===== src/dhm_pkg.sv =====
package dhm_pkg;

    // fixed field widths
    localparam int DATA_W   = 32;
    localparam int EXP_BITS = 32;
    localparam int CNT_W    = $clog2(EXP_BITS);
    localparam int CFG_IDX_W = 2;

    // configuration register indexes
    localparam logic [CFG_IDX_W-1:0] CFG_MODULUS   = 2'd0;
    localparam logic [CFG_IDX_W-1:0] CFG_GENERATOR = 2'd1;
    localparam logic [CFG_IDX_W-1:0] CFG_PRIV_EXP  = 2'd2;

    // controller states
    typedef enum logic [2:0] {
        ST_IDLE,
        ST_REDUCE,
        ST_CHECK,
        ST_MUL_ACC,
        ST_MUL_SQR,
        ST_DONE
    } t_state;

    // which product the multiplier is working on
    typedef enum logic [1:0] {
        MUL_RED,
        MUL_ACC,
        MUL_SQR
    } t_mul_sel;

    // controller to datapath commands
    typedef struct packed {
        logic     load;
        logic     mul_start;
        t_mul_sel mul_sel;
        logic     exp_shift;
        logic     out_load;
    } t_dp_cmd;

    // datapath to controller status
    typedef struct packed {
        logic mul_done;
        logic exp_zero;
        logic exp_lsb;
        logic out_free;
    } t_dp_status;

endpackage


===== src/dhm_modmul.sv =====
module dhm_modmul
    import dhm_pkg::*;
#(
    parameter int WIDTH = 32
) (
    input  logic                i_clk,
    input  logic                i_rst_n,
    input  logic                i_start,
    input  logic [WIDTH-1:0]    i_a,
    input  logic [EXP_BITS-1:0] i_b,
    input  logic [WIDTH-1:0]    i_m,
    output logic                o_done,
    output logic [WIDTH-1:0]    o_product
);

    logic                r_busy;
    logic                r_done;
    logic                r_phase;
    logic [CNT_W-1:0]    r_cnt;
    logic [WIDTH-1:0]    r_a;
    logic [EXP_BITS-1:0] r_b;
    logic [WIDTH-1:0]    r_r;

    logic [WIDTH:0]      n_dbl;
    logic [WIDTH:0]      n_sum;
    logic [WIDTH:0]      n_pre;
    logic [WIDTH:0]      n_red;

    // one doubling or one conditional add per cycle, then a single compare-subtract
    always_comb begin
        n_dbl = {r_r, 1'b0};
        n_sum = {1'b0, r_r} + {1'b0, r_a};
        if (r_phase) begin
            n_pre = r_b[EXP_BITS-1] ? n_sum : {1'b0, r_r};
        end else begin
            n_pre = n_dbl;
        end
        if (n_pre >= {1'b0, i_m}) begin
            n_red = n_pre - {1'b0, i_m};
        end else begin
            n_red = n_pre;
        end
    end

    // loop control
    always_ff @(posedge i_clk) begin
        if (!i_rst_n) begin
            r_busy  <= 1'b0;
            r_done  <= 1'b0;
            r_phase <= 1'b0;
            r_cnt   <= '0;
        end else begin
            r_done <= 1'b0;
            if (i_start) begin
                r_busy  <= 1'b1;
                r_phase <= 1'b0;
                r_cnt   <= CNT_W'(EXP_BITS - 1);
            end else if (r_busy) begin
                r_phase <= ~r_phase;
                if (r_phase) begin
                    if (r_cnt == '0) begin
                        r_busy <= 1'b0;
                        r_done <= 1'b1;
                    end else begin
                        r_cnt <= r_cnt - 1'b1;
                    end
                end
            end
        end
    end

    // operand and partial remainder registers, msb-first over b
    always_ff @(posedge i_clk) begin
        if (i_start) begin
            r_a <= i_a;
            r_b <= i_b;
            r_r <= '0;
        end else if (r_busy) begin
            r_r <= n_red[WIDTH-1:0];
            if (r_phase) begin
                r_b <= r_b << 1;
            end
        end
    end

    assign o_done    = r_done;
    assign o_product = r_r;

    a_start_idle: assert property (@(posedge i_clk) disable iff (!i_rst_n)
        i_start |-> !r_busy)
        else $error("multiplier started while busy");

    a_done_pulse: assert property (@(posedge i_clk) disable iff (!i_rst_n)
        r_done |=> !r_done)
        else $error("multiplier done held for more than one cycle");

    a_done_idle: assert property (@(posedge i_clk) disable iff (!i_rst_n)
        r_done |-> !r_busy)
        else $error("multiplier done while still busy");

endmodule


===== src/dhm_datapath.sv =====
module dhm_datapath
    import dhm_pkg::*;
#(
    parameter int WIDTH = 32
) (
    input  logic                 i_clk,
    input  logic                 i_rst_n,
    input  t_dp_cmd              i_ctl,
    output t_dp_status           o_status,
    input  logic                 i_cmd,
    input  logic [DATA_W-1:0]    i_peer_value,
    input  logic                 i_cfg_valid,
    input  logic [CFG_IDX_W-1:0] i_cfg_index,
    input  logic [DATA_W-1:0]    i_cfg_data,
    input  logic                 i_out_stall,
    output logic                 o_out_valid,
    output logic [DATA_W-1:0]    o_result
);

    logic [DATA_W-1:0]   r_modulus;
    logic [DATA_W-1:0]   r_generator;
    logic [EXP_BITS-1:0] r_priv_exp;
    logic [WIDTH-1:0]    r_base;
    logic [WIDTH-1:0]    r_acc;
    logic [EXP_BITS-1:0] r_exp;
    t_mul_sel            r_dest;
    logic                r_out_valid;
    logic [DATA_W-1:0]   r_result;

    logic [WIDTH-1:0]    w_m;
    logic                w_mod_small;
    logic                w_out_free;
    logic [WIDTH-1:0]    w_mul_a;
    logic [EXP_BITS-1:0] w_mul_b;
    logic                w_mul_done;
    logic [WIDTH-1:0]    w_mul_prod;

    assign w_m         = r_modulus[WIDTH-1:0];
    assign w_mod_small = (w_m >> 1) == '0;
    assign w_out_free  = !r_out_valid || !i_out_stall;

    // configuration registers
    always_ff @(posedge i_clk) begin
        if (!i_rst_n) begin
            r_modulus   <= DATA_W'(2);
            r_generator <= DATA_W'(2);
            r_priv_exp  <= '0;
        end else if (i_cfg_valid) begin
            unique case (i_cfg_index)
                CFG_MODULUS:   r_modulus   <= i_cfg_data;
                CFG_GENERATOR: r_generator <= i_cfg_data;
                CFG_PRIV_EXP:  r_priv_exp  <= i_cfg_data;
                default: ;
            endcase
        end
    end

    // multiplier operand select
    always_comb begin
        case (i_ctl.mul_sel)
            MUL_RED: begin
                w_mul_a = WIDTH'(1);
                w_mul_b = i_cmd ? i_peer_value : r_generator;
            end
            MUL_ACC: begin
                w_mul_a = r_acc;
                w_mul_b = EXP_BITS'(r_base);
            end
            MUL_SQR: begin
                w_mul_a = r_base;
                w_mul_b = EXP_BITS'(r_base);
            end
            default: begin
                w_mul_a = r_base;
                w_mul_b = EXP_BITS'(r_base);
            end
        endcase
    end

    dhm_modmul #(
        .WIDTH (WIDTH)
    ) u_modmul (
        .i_clk     (i_clk),
        .i_rst_n   (i_rst_n),
        .i_start   (i_ctl.mul_start),
        .i_a       (w_mul_a),
        .i_b       (w_mul_b),
        .i_m       (w_m),
        .o_done    (w_mul_done),
        .o_product (w_mul_prod)
    );

    // working registers: accumulator, base, exponent
    always_ff @(posedge i_clk) begin
        if (i_ctl.mul_start) begin
            r_dest <= i_ctl.mul_sel;
        end
        if (i_ctl.load) begin
            r_acc <= WIDTH'(1);
            r_exp <= r_priv_exp;
        end else if (i_ctl.exp_shift) begin
            r_exp <= r_exp >> 1;
        end
        if (w_mul_done) begin
            case (r_dest) inside
                MUL_RED, MUL_SQR: r_base <= w_mul_prod;
                MUL_ACC:          r_acc  <= w_mul_prod;
                default: ;
            endcase
        end
    end

    // output register
    always_ff @(posedge i_clk) begin
        if (!i_rst_n) begin
            r_out_valid <= 1'b0;
        end else if (i_ctl.out_load) begin
            r_out_valid <= 1'b1;
        end else if (!i_out_stall) begin
            r_out_valid <= 1'b0;
        end
    end

    always_ff @(posedge i_clk) begin
        if (i_ctl.out_load) begin
            r_result <= w_mod_small ? '0 : DATA_W'(r_acc);
        end
    end

    assign o_status.mul_done = w_mul_done;
    assign o_status.exp_zero = (r_exp == '0);
    assign o_status.exp_lsb  = r_exp[0];
    assign o_status.out_free = w_out_free;
    assign o_out_valid       = r_out_valid;
    assign o_result          = r_result;

    a_load_free: assert property (@(posedge i_clk) disable iff (!i_rst_n)
        i_ctl.out_load |-> w_out_free)
        else $error("result loaded over an untaken transaction");

    a_no_start_on_done: assert property (@(posedge i_clk) disable iff (!i_rst_n)
        i_ctl.load |-> !i_ctl.out_load && !i_ctl.exp_shift)
        else $error("load issued together with another command");

    a_load_starts_reduce: assert property (@(posedge i_clk) disable iff (!i_rst_n)
        i_ctl.load |-> i_ctl.mul_start && (i_ctl.mul_sel == MUL_RED))
        else $error("load without base reduction");

endmodule


===== src/dhm_ctrl.sv =====
module dhm_ctrl
    import dhm_pkg::*;
(
    input  logic       i_clk,
    input  logic       i_rst_n,
    input  logic       i_in_valid,
    output logic       o_in_stall,
    input  t_dp_status i_status,
    output t_dp_cmd    o_ctl
);

    t_state r_state;
    t_state n_state;

    // state register
    always_ff @(posedge i_clk) begin
        if (!i_rst_n) begin
            r_state <= ST_IDLE;
        end else begin
            r_state <= n_state;
        end
    end

    // next state
    always_comb begin
        n_state = r_state;
        unique case (r_state)
            ST_IDLE: begin
                if (i_in_valid) begin
                    n_state = ST_REDUCE;
                end
            end
            ST_REDUCE: begin
                if (i_status.mul_done) begin
                    n_state = ST_CHECK;
                end
            end
            ST_CHECK: begin
                if (i_status.exp_zero) begin
                    n_state = ST_DONE;
                end else if (i_status.exp_lsb) begin
                    n_state = ST_MUL_ACC;
                end else begin
                    n_state = ST_MUL_SQR;
                end
            end
            ST_MUL_ACC: begin
                if (i_status.mul_done) begin
                    n_state = ST_MUL_SQR;
                end
            end
            ST_MUL_SQR: begin
                if (i_status.mul_done) begin
                    n_state = ST_CHECK;
                end
            end
            ST_DONE: begin
                if (i_status.out_free) begin
                    n_state = ST_IDLE;
                end
            end
            default: n_state = ST_IDLE;
        endcase
    end

    // command outputs
    always_comb begin
        o_ctl      = '0;
        o_ctl.mul_sel = MUL_RED;
        o_in_stall = 1'b1;
        unique case (r_state)
            ST_IDLE: begin
                o_in_stall = 1'b0;
                if (i_in_valid) begin
                    o_ctl.load      = 1'b1;
                    o_ctl.mul_start = 1'b1;
                    o_ctl.mul_sel   = MUL_RED;
                end
            end
            ST_CHECK: begin
                if (!i_status.exp_zero) begin
                    o_ctl.mul_start = 1'b1;
                    o_ctl.mul_sel   = i_status.exp_lsb ? MUL_ACC : MUL_SQR;
                end
            end
            ST_MUL_ACC: begin
                if (i_status.mul_done) begin
                    o_ctl.mul_start = 1'b1;
                    o_ctl.mul_sel   = MUL_SQR;
                end
            end
            ST_MUL_SQR: begin
                o_ctl.exp_shift = i_status.mul_done;
            end
            ST_DONE: begin
                o_ctl.out_load = i_status.out_free;
            end
            default: ;
        endcase
    end

    a_idle_ready: assert property (@(posedge i_clk) disable iff (!i_rst_n)
        (r_state == ST_IDLE && i_in_valid) |=> (r_state == ST_REDUCE))
        else $error("accepted transaction did not start reduction");

    a_done_to_idle: assert property (@(posedge i_clk) disable iff (!i_rst_n)
        o_ctl.out_load |=> (r_state == ST_IDLE))
        else $error("controller did not return to idle after result");

    a_check_on_zero: assert property (@(posedge i_clk) disable iff (!i_rst_n)
        (r_state == ST_CHECK && i_status.exp_zero) |-> !o_ctl.mul_start)
        else $error("multiply started with exhausted exponent");

endmodule


===== src/diffie_hellman_modexp_top.sv =====
// Diffie-Hellman modular exponentiation engine. Each transaction computes
// base^private_exponent mod modulus by right-to-left square-and-multiply and
// returns one result: cmd 0 uses the generator register (public key), cmd 1
// uses peer_value (shared secret). Only the low WIDTH bits of the modulus are
// used; a modulus below two gives 0 and a zero exponent gives 1. One item is
// processed at a time. Every modular product goes through a shared
// shift-and-add multiplier doing one add-and-reduce per cycle: a doubling
// and then a conditional add for each bit of the second operand, msb first,
// before it hands the product over. The base reduction takes one product,
// then each exponent bit up to the highest set bit costs a pass through the
// check state and a squaring, plus a multiply when the bit is set. A new
// request can be accepted in the same cycle that the result appears. The
// finished result sits in an output register, so it may wait for the
// consumer while a new request is accepted. Configuration must be written
// only while idle.
module diffie_hellman_modexp_top
    import dhm_pkg::*;
#(
    parameter int WIDTH = 32
) (
    input  logic                 i_clk,
    input  logic                 i_rst_n,
    input  logic                 i_in_valid,
    output logic                 o_in_stall,
    input  logic                 i_cmd,
    input  logic [DATA_W-1:0]    i_peer_value,
    output logic                 o_out_valid,
    input  logic                 i_out_stall,
    output logic [DATA_W-1:0]    o_result,
    input  logic                 i_cfg_valid,
    output logic                 o_cfg_ready,
    input  logic [CFG_IDX_W-1:0] i_cfg_index,
    input  logic [DATA_W-1:0]    i_cfg_data
);

    t_dp_cmd    w_ctl;
    t_dp_status w_status;

    // register writes are always taken
    assign o_cfg_ready = 1'b1;

    dhm_ctrl u_ctrl (
        .i_clk      (i_clk),
        .i_rst_n    (i_rst_n),
        .i_in_valid (i_in_valid),
        .o_in_stall (o_in_stall),
        .i_status   (w_status),
        .o_ctl      (w_ctl)
    );

    dhm_datapath #(
        .WIDTH (WIDTH)
    ) u_datapath (
        .i_clk        (i_clk),
        .i_rst_n      (i_rst_n),
        .i_ctl        (w_ctl),
        .o_status     (w_status),
        .i_cmd        (i_cmd),
        .i_peer_value (i_peer_value),
        .i_cfg_valid  (i_cfg_valid),
        .i_cfg_index  (i_cfg_index),
        .i_cfg_data   (i_cfg_data),
        .i_out_stall  (i_out_stall),
        .o_out_valid  (o_out_valid),
        .o_result     (o_result)
    );

endmodule

===== config.mk =====
export PLATFORM = sky130hd
export DESIGN_NAME = diffie_hellman_modexp_top
export DESIGN_NICKNAME = d
export VERILOG_FILES = /design/src/dhm_pkg.sv /design/src/dhm_modmul.sv /design/src/dhm_datapath.sv /design/src/dhm_ctrl.sv /design/src/diffie_hellman_modexp_top.sv
export SDC_FILE = /design/constraint.sdc
export NUM_CORES = 1
export LEC_CHECK = 0
export BUFFER_PORTS_ARGS = -buffer_cell sky130_fd_sc_hd__buf_2
export CAP_MARGIN = 20
export CORE_ASPECT_RATIO = 0.6
export CORE_MARGIN = 1
export CORE_UTILIZATION = 55
export DETAILED_ROUTE_END_ITERATION = 10
export PLACE_DENSITY = 0.76
export SETUP_SLACK_MARGIN = 0.2
export SLEW_MARGIN = 0
export SYNTH_ARGS = -nofsm -noshare
export SYNTH_HDL_FRONTEND = slang
export SYNTH_HIERARCHICAL = 1
export SYNTH_SLANG_ARGS = --single-unit

===== constraint.sdc =====
create_clock -name i_clk -period 5 [get_ports i_clk]
set_clock_uncertainty 0.15 [all_clocks]
set_input_delay 0.25 -clock i_clk [delete_from_list [all_inputs] [get_ports i_clk]]
set_output_delay 0.25 -clock i_clk [all_outputs]
set_load 0.1 [all_outputs]

==> impl_metrics.tcl, run 1 <==
set metrics [dict create \
    status "complete, but fails checks" \
    violations "negative setup slack" \
    drt-total-wl_um 52630 \
    htree_levels 2 \
    cellPowerDensity_mw_per_mm2 742.8 \
    leakage_nw 9.000 \
    drive_gt1_frac 0.2525 \
    arrival_ps 5290 \
    synth_top_family_by_area "compound AO/OA/AOI/OAI gates" \
    maxCapViolCount 0 \
    post-place-ws_ps -233.3 \
    ant_nets 0 \
    slew_headroom 0.2795 \
    numCtsBuffers 34 \
    placementRows 51 \
    port_buffers 105 \
    power_switching_mw 6.961 \
    synth-async-reset-ratio 0 \
    clock_path_buffers 3 \
    ys_top_cells_by_count "nand2_1, dfxtp_1, edfxtp_1, o21ai_0, nor2_1" \
    cts_tree "yes" \
    yosysWarningCount 6 \
    clock.fmax_mhz 198.2 \
    path_class "reg -> reg" \
    syn_inst 1959 \
    grt_start_max_net_pins 109 \
    yosysTopAreaCellShare 0.2663 \
    drv_slew 0 \
    switching_share 0.4144 \
    finalSetupTns_ps -93.14 \
    start_kind "register" \
    hold_ws_ps 46.90 \
    synth_edf_count 162 \
    synthAdderAreaFrac 0.04740 \
    r2r_start "u_datapath/u_modmul/r_a[0]" \
    grt_pass1_wl_um 82130 \
    antenna_found_initial 1 \
    post_synth_and_or_nand_nor_area_fraction 0.1772 \
    ios 107 \
    overflow 0 \
    core_mm2 0.03254 \
    synth_fp_nets 2099 \
    vias 15850 \
    synth-compound-area-share 0.1826 \
    synth_top_area_cell "edfxtp_1" \
    drtPass1Iterations 5 \
    hold_viol 0 \
    place_hpwl_um 36370 \
    intPower_mw 9.839 \
    post-route-period-util 1.009 \
    synth_xor_xnor_area_share 0.02350 \
    syn-cell-area_mm2 0.01827 \
    n_antenna_cell 0 \
    rr_worst_depth 22 \
    ys_seq_elements 334 \
    synth_area_leaders "edfxtp_1, dfxtp_1, nand2_1, ha_1, mux2_2" \
    seqPwrFrac 0.245 \
    drtIter0Drc 1421 \
    cp-end-kind "register" \
    vias_per_cell 5.944 \
    max_slew.worst_pin.slew_ps 1081 \
    clock_latency_ps 540 \
    synth_mux_area_frac 0.06967 \
    synth_area_per_cell_um2 9.324 \
    wl_per_cell_um 19.74 \
    clockRootBuffer "clkbuf_16" \
    fin_ws_ps -46.11 \
    startpoint "u_datapath/u_modmul/r_a[0]" \
    clock_sinks 334 \
    dieHeight_um 143.2 \
    ys_types 82 \
    seq_area_frac_synth 0.4549 \
    worst_hold_path_type "in -> reg" \
    nNetsFinal 2356 \
    r2r_end "u_datapath/u_modmul/o_product[2]" \
    combPwrFrac 0.599 \
    place.gp.congestion 0.9617 \
    syn2layout_area_growth_pct 23.82 \
    die_area_mm2 0.03397 \
    yosysMostFrequentCell "nand2_1" \
    first_global_vias 15280 \
    drc_errors 0 \
    critical_path.max_fanout 7 \
    start_util 0.5612 \
    rsz0062_at_grt "yes" \
    critPathRequiredTime_ps 5250 \
    ys.flop_type "dfxtp_1" \
    die_x_um 237.3 \
    setup_violations 6 \
    cts.clk_slew.worst_paths_ps 70 \
    peakVddDrop_v 0.0005198 \
    cp-endpoint "u_datapath/u_modmul/o_product[2]" \
    hp-start "i_peer_value[3]" \
    clkPwrFrac 0.157 \
    finalCriticalPeriod_ps 5046 \
    gr-usage-all-layers 0.3076 \
    reg2reg_slack_ps -50 \
]
==> sequential cells by signal, indices dropped and copies added, names as in the netlist <==
| name | flops |
|---|---|
| u_datapath/o_result | 32 |
| u_datapath/r_acc | 32 |
| u_datapath/r_base | 32 |
| u_datapath/r_exp | 32 |
| u_datapath/r_generator | 32 |
| u_datapath/r_modulus | 32 |
| u_datapath/r_priv_exp | 32 |
| u_datapath/u_modmul/o_product | 32 |
| u_datapath/u_modmul/r_a | 32 |
| u_datapath/u_modmul/r_b | 32 |
| u_datapath/u_modmul/r_cnt | 5 |
| u_ctrl/r_state | 3 |
| u_datapath/r_dest | 2 |
| u_datapath/o_out_valid | 1 |
| u_datapath/u_modmul/o_done | 1 |
| u_datapath/u_modmul/r_busy | 1 |
| u_datapath/u_modmul/r_phase | 1 |
==> through the flow <==
| step | utilization | cells | power [mW] | area, um^2 |
|---|---|---|---|---|
| 2_1_floorplan | - | 1959 | 9.558 | 18270 |
| 6_report | 0.6949 | 2666 | 16.80 | 22620 |
| 5_1_grt | 0.6949 | 2666 | 17.75 | 22620 |
| 4_1_cts | 0.6818 | 2648 | 16.01 | 22190 |
| 3_5_place_dp | 0.6156 | 2526 | 12.22 | 20040 |
| 3_3_place_gp | 0.6156 | 2526 | 12.05 | 20040 |
==> cells by family (layout without fill, tap and decap cells) <==
| family | count (synthesis) | after routing |
|---|---|---|
| compound gates | 495 | 495 |
| xor+xnor | 49 | 49 |
| fa+ha+maj | 68 | 68 |
| buf+inv | 180 | 463 |
| flops | 334 | 334 |
| mux | 119 | 119 |
| other cells | 1 | 1 |
| simple gates | 713 | 713 |
==> worst min path at each step <==
stage | end | slack (ps) | depth (start not counted)
after floorplan | u_datapath/u_modmul/r_cnt[2] | 220 | 1
after global placement | u_datapath/r_priv_exp[19] | 290 | 2
after detailed placement | u_datapath/r_generator[24] | 290 | 2
after CTS | u_datapath/u_modmul/r_b[3] | 30 | 4
after global routing | u_datapath/u_modmul/r_b[3] | 60 | 4
final | u_datapath/u_modmul/r_b[3] | 50 | 4
==> power by group through the flow <==
stage | sequential (mW) | combinational (mW) | clock, mW
final | 4.11 | 10.1 | 2.63
after global routing | 4.16 | 10.8 | 2.78
after CTS | 4.09 | 9.24 | 2.68
after detailed placement | 4.13 | 8.08 | 0
after global placement | 4.11 | 7.94 | 0
after floorplan | 4.16 | 5.39 | 0
==> area by class of cell <==
class                      instances  area, um^2
fill                            2451        9928
sequential                       334        8309
clock inverter                    16       185.2
tap                              424       530.5
inverter                          51       193.9
multi-input combinational       1445        9836
clock buffer                      46       947.2
timing repair buffer             350        2614
==> worst max-delay path, stage by stage, from the launching register on <==
cell and delay, ps:
edfxtp_1 370, ha_2 200, fa_2 350, a21o_1 210, a221oi_4 270, o21a_2 260
buf_6 120, o21a_4 150, o31ai_4 80, a31o_2 290, o21ai_2 170, ha_1 270
a21o_1 170, a21o_1 170, a21o_1 170, a211o_1 270, a311oi_2 330, buf_4 180
o221ai_4 120, buf_12 190, mux2i_1 180, o21ai_1 90, nor2b_1 150
==> cell usage in the layout, fill, tap and decap left out, drive strengths merged, types with 7 or more instances in the layout <==
cell / instances
edfxtp: 162
a21oi: 88
dlygate4sd3: 34
buf: 316
mux2: 65
o21a: 16
or3: 10
nand4: 13
or2: 9
a31o: 7
clkinv: 8
xor2: 17
o21ai: 114
mux2i: 54
a21o: 35
nand2b: 7
a21boi: 130
nor2b: 12
inv: 55
dfxtp: 172
clkbuf: 46
nand3b: 36
a311oi: 11
a31oi: 13
nor4: 19
nand2: 413
nor2: 107
nand3: 20
o21bai: 8
a211oi: 21
and4: 9
xnor2: 32
nor3: 23
ha: 66
and3: 12
==> repair_timing <==
| item | CTS | global route |
|---|---|---|
| hold buffers | 34 | 0 |
| hold endpoints to repair | 98 | 0 |
| gates resized for setup | 102 | 61 |
| setup endpoints to repair | 32 | 32 |
| pin swaps | 60 | 69 |
| setup buffers | 23 | 17 |
| gates cloned | 3 | 0 |
==> per-layer routing <==
| layer | vias to the layer above | GRT usage | share of wire | wire [um] |
|---|---|---|---|---|
| met5 | - | 0 | 0.00025 | 13 |
| met4 | 2 | 0.1015 | 0.033 | 1748 |
| met3 | 119 | 0.05277 | 0.062 | 3247 |
| met1 | 7685 | 0.4286 | 0.46 | 24150 |
| met2 | 528 | 0.4863 | 0.45 | 23480 |
| li1 | 7512 | - | - | - |
Note: power is estimated with default switching activity, not from simulation.
==> run 2, diff against run 1 <==
- CORE_UTILIZATION: 55 -> 50
- PLACE_DENSITY: 0.76 -> 0.7
==> run 2 against run 1 <==
  * The flow still finishes with violations (negative setup slack)
  * Utilization fell by 6.4 points
  * Total power shrank 2.4%
  * Worst hold slack got worse by 16 ps
  * Count of clock-buffer cells in the layout unchanged
  * Routed wire length down 1.1%
  * Clock power down 12%
  * Die area rose by 9.9%
  * Sequential share of layout area increased by 0.39 points
  * Critical endpoint is now u_datapath/u_modmul/o_product[30]
==> impl_metrics.tcl, run 2 (synthesized netlist as in run 1, its figures left out) <==
set metrics [dict create \
    status "complete, but fails checks" \
    violations "negative setup slack" \
    cts.clk_slew.worst_paths_ps 70 \
    hold_ws_ps 30.57 \
    worst_hold_path_type "in -> reg" \
    die_x_um 248.7 \
    peakVddDrop_v 0.0005504 \
    place.gp.congestion 0.9875 \
    drive_gt1_frac 0.2382 \
    path_class "reg -> reg" \
    placed_cell_area_mm2 0.02003 \
    clock_sinks 334 \
    nNetsFinal 2345 \
    fin_util 0.6307 \
    max_slew.worst_pin.slew_ps 1109 \
    antenna_found_initial 1 \
    drv_slew 0 \
    arrival_ps 5380 \
    vias_per_cell 5.813 \
    fillers 2982 \
    rsz0062_at_grt "yes" \
    multi_input_area_mm2 0.009746 \
    start_kind "register" \
    syn2layout_area_growth_pct 22.51 \
    setup_violations 13 \
    overflow 0 \
    power_mw 16.39 \
    drt-total-wl_um 52030 \
    die_area_mm2 0.03732 \
    cp-end-kind "register" \
    fin_ws_ps -41.34 \
    post-place-ws_ps -482.4 \
    clock_latency_ps 580 \
    dieHeight_um 150.0 \
    htree_levels 1 \
    numCtsBuffers 31 \
    start_util 0.5148 \
    gr-usage-all-layers 0.2773 \
    ios 107 \
    stdcell_count 2696 \
    area.sequential_mm2 0.008309 \
    clockRootBuffer "clkbuf_16" \
    hold_viol 0 \
    drtIter0Drc 1283 \
    grt_pass1_wl_um 81830 \
    drtPass1Iterations 7 \
    maxCapViolCount 0 \
    placementRows 53 \
    grt_start_max_net_pins 74 \
    n_antenna_cell 0 \
    finalInstanceArea_mm2 0.02238 \
    slew_headroom 0.2607 \
    clock_path_buffers 3 \
    port_buffers 105 \
    core_mm2 0.03548 \
    critical_path.max_fanout 6 \
    vias 15670 \
    post-route-period-util 1.008 \
    place_hpwl_um 37220 \
    final_common_cell "nand2_1" \
    cts_tree "yes" \
    leakage_nw 8.860 \
    first_global_vias 15070 \
    drc_errors 0 \
    ant_nets 0 \
    cellPowerDensity_mw_per_mm2 732.5 \
    final_cell_mix "nand2_1, buf_4, dfxtp_1" \
    clock.fmax_mhz 198.4 \
    wl_per_cell_um 19.30 \
    finalSetupTns_ps -263.9 \
    finalCriticalPeriod_ps 5041 \
    post-place-cells 2564 \
    critPathRequiredTime_ps 5340 \
]
## run 2: cell types whose count changed in the layout (fill, tap and decap cells not counted), sizes merged
cell,before,now
buf,316,304
bufinv,3,0
clkbuf,46,47
clkinvlp,1,2
dlygate4sd3,34,37
inv,55,52
## run 2: per-layer routing
metal  track usage  share of wire
met1        0.4025           0.47
met2        0.4345           0.44
met3       0.03722          0.066
met4       0.07298          0.025
met5             0              0
## run 2: layout make-up
cell class,count,share of cell area
clock inverters,11,0.002460
inverters,51,0.008667
repair buffers,342,0.1150
clock buffers,46,0.04087
flip-flops and latches,334,0.3713
multi-input cells,1445,0.4355
well taps,467,0.02611
## run 2: path summary, 6_finish.rpt
| path | slack (ps) | from | cells past startpoint | to |
|---|---|---|---|---|
| setup / recovery | -40 | u_datapath/u_modmul/r_a[0] | 22 | u_datapath/u_modmul/o_product[30] |
| setup reg to reg | -40 | u_datapath/u_modmul/r_a[0] | 22 | u_datapath/u_modmul/o_product[30] |
| hold / removal | 30 | i_peer_value[1] | 4 | u_datapath/u_modmul/r_b[1] |
| hold reg to reg | 300 | u_datapath/r_generator[24] | 2 | u_datapath/r_generator[24] |
## run 2: worst max-delay path, stage by stage, from the launching register on
cell and delay (ps):
edfxtp_1 420, ha_4 190, fa_2 370, a21o_1 210
a221oi_2 240, buf_4 170, o21a_4 180, o31ai_2 90
xor2_1 170, mux2i_1 190, a21oi_2 100, ha_1 310
buf_4 150, a21o_1 130, a21o_1 110, a21oi_1 90
or2_2 320, o211a_4 190, o221a_4 300, buf_4 150
buf_6 120, or3b_1 380, a311oi_2 230
## run 2: report_power, final
group | internal [mW] | leakage (nW) | switching, mW
Sequential | 3.71 | 2.94 | 0.420
Combinational | 4.60 | 5.44 | 5.34
Clock | 1.26 | 0.470 | 1.06
## run 2: timing repair
action,in CTS,in global routing
gates resized for setup,85,57
hold buffers,37,0
setup buffers,21,13
endpoints found under the setup margin,32,32
gates cloned,1,1
hold endpoints to repair,101,0
pin swaps,49,72
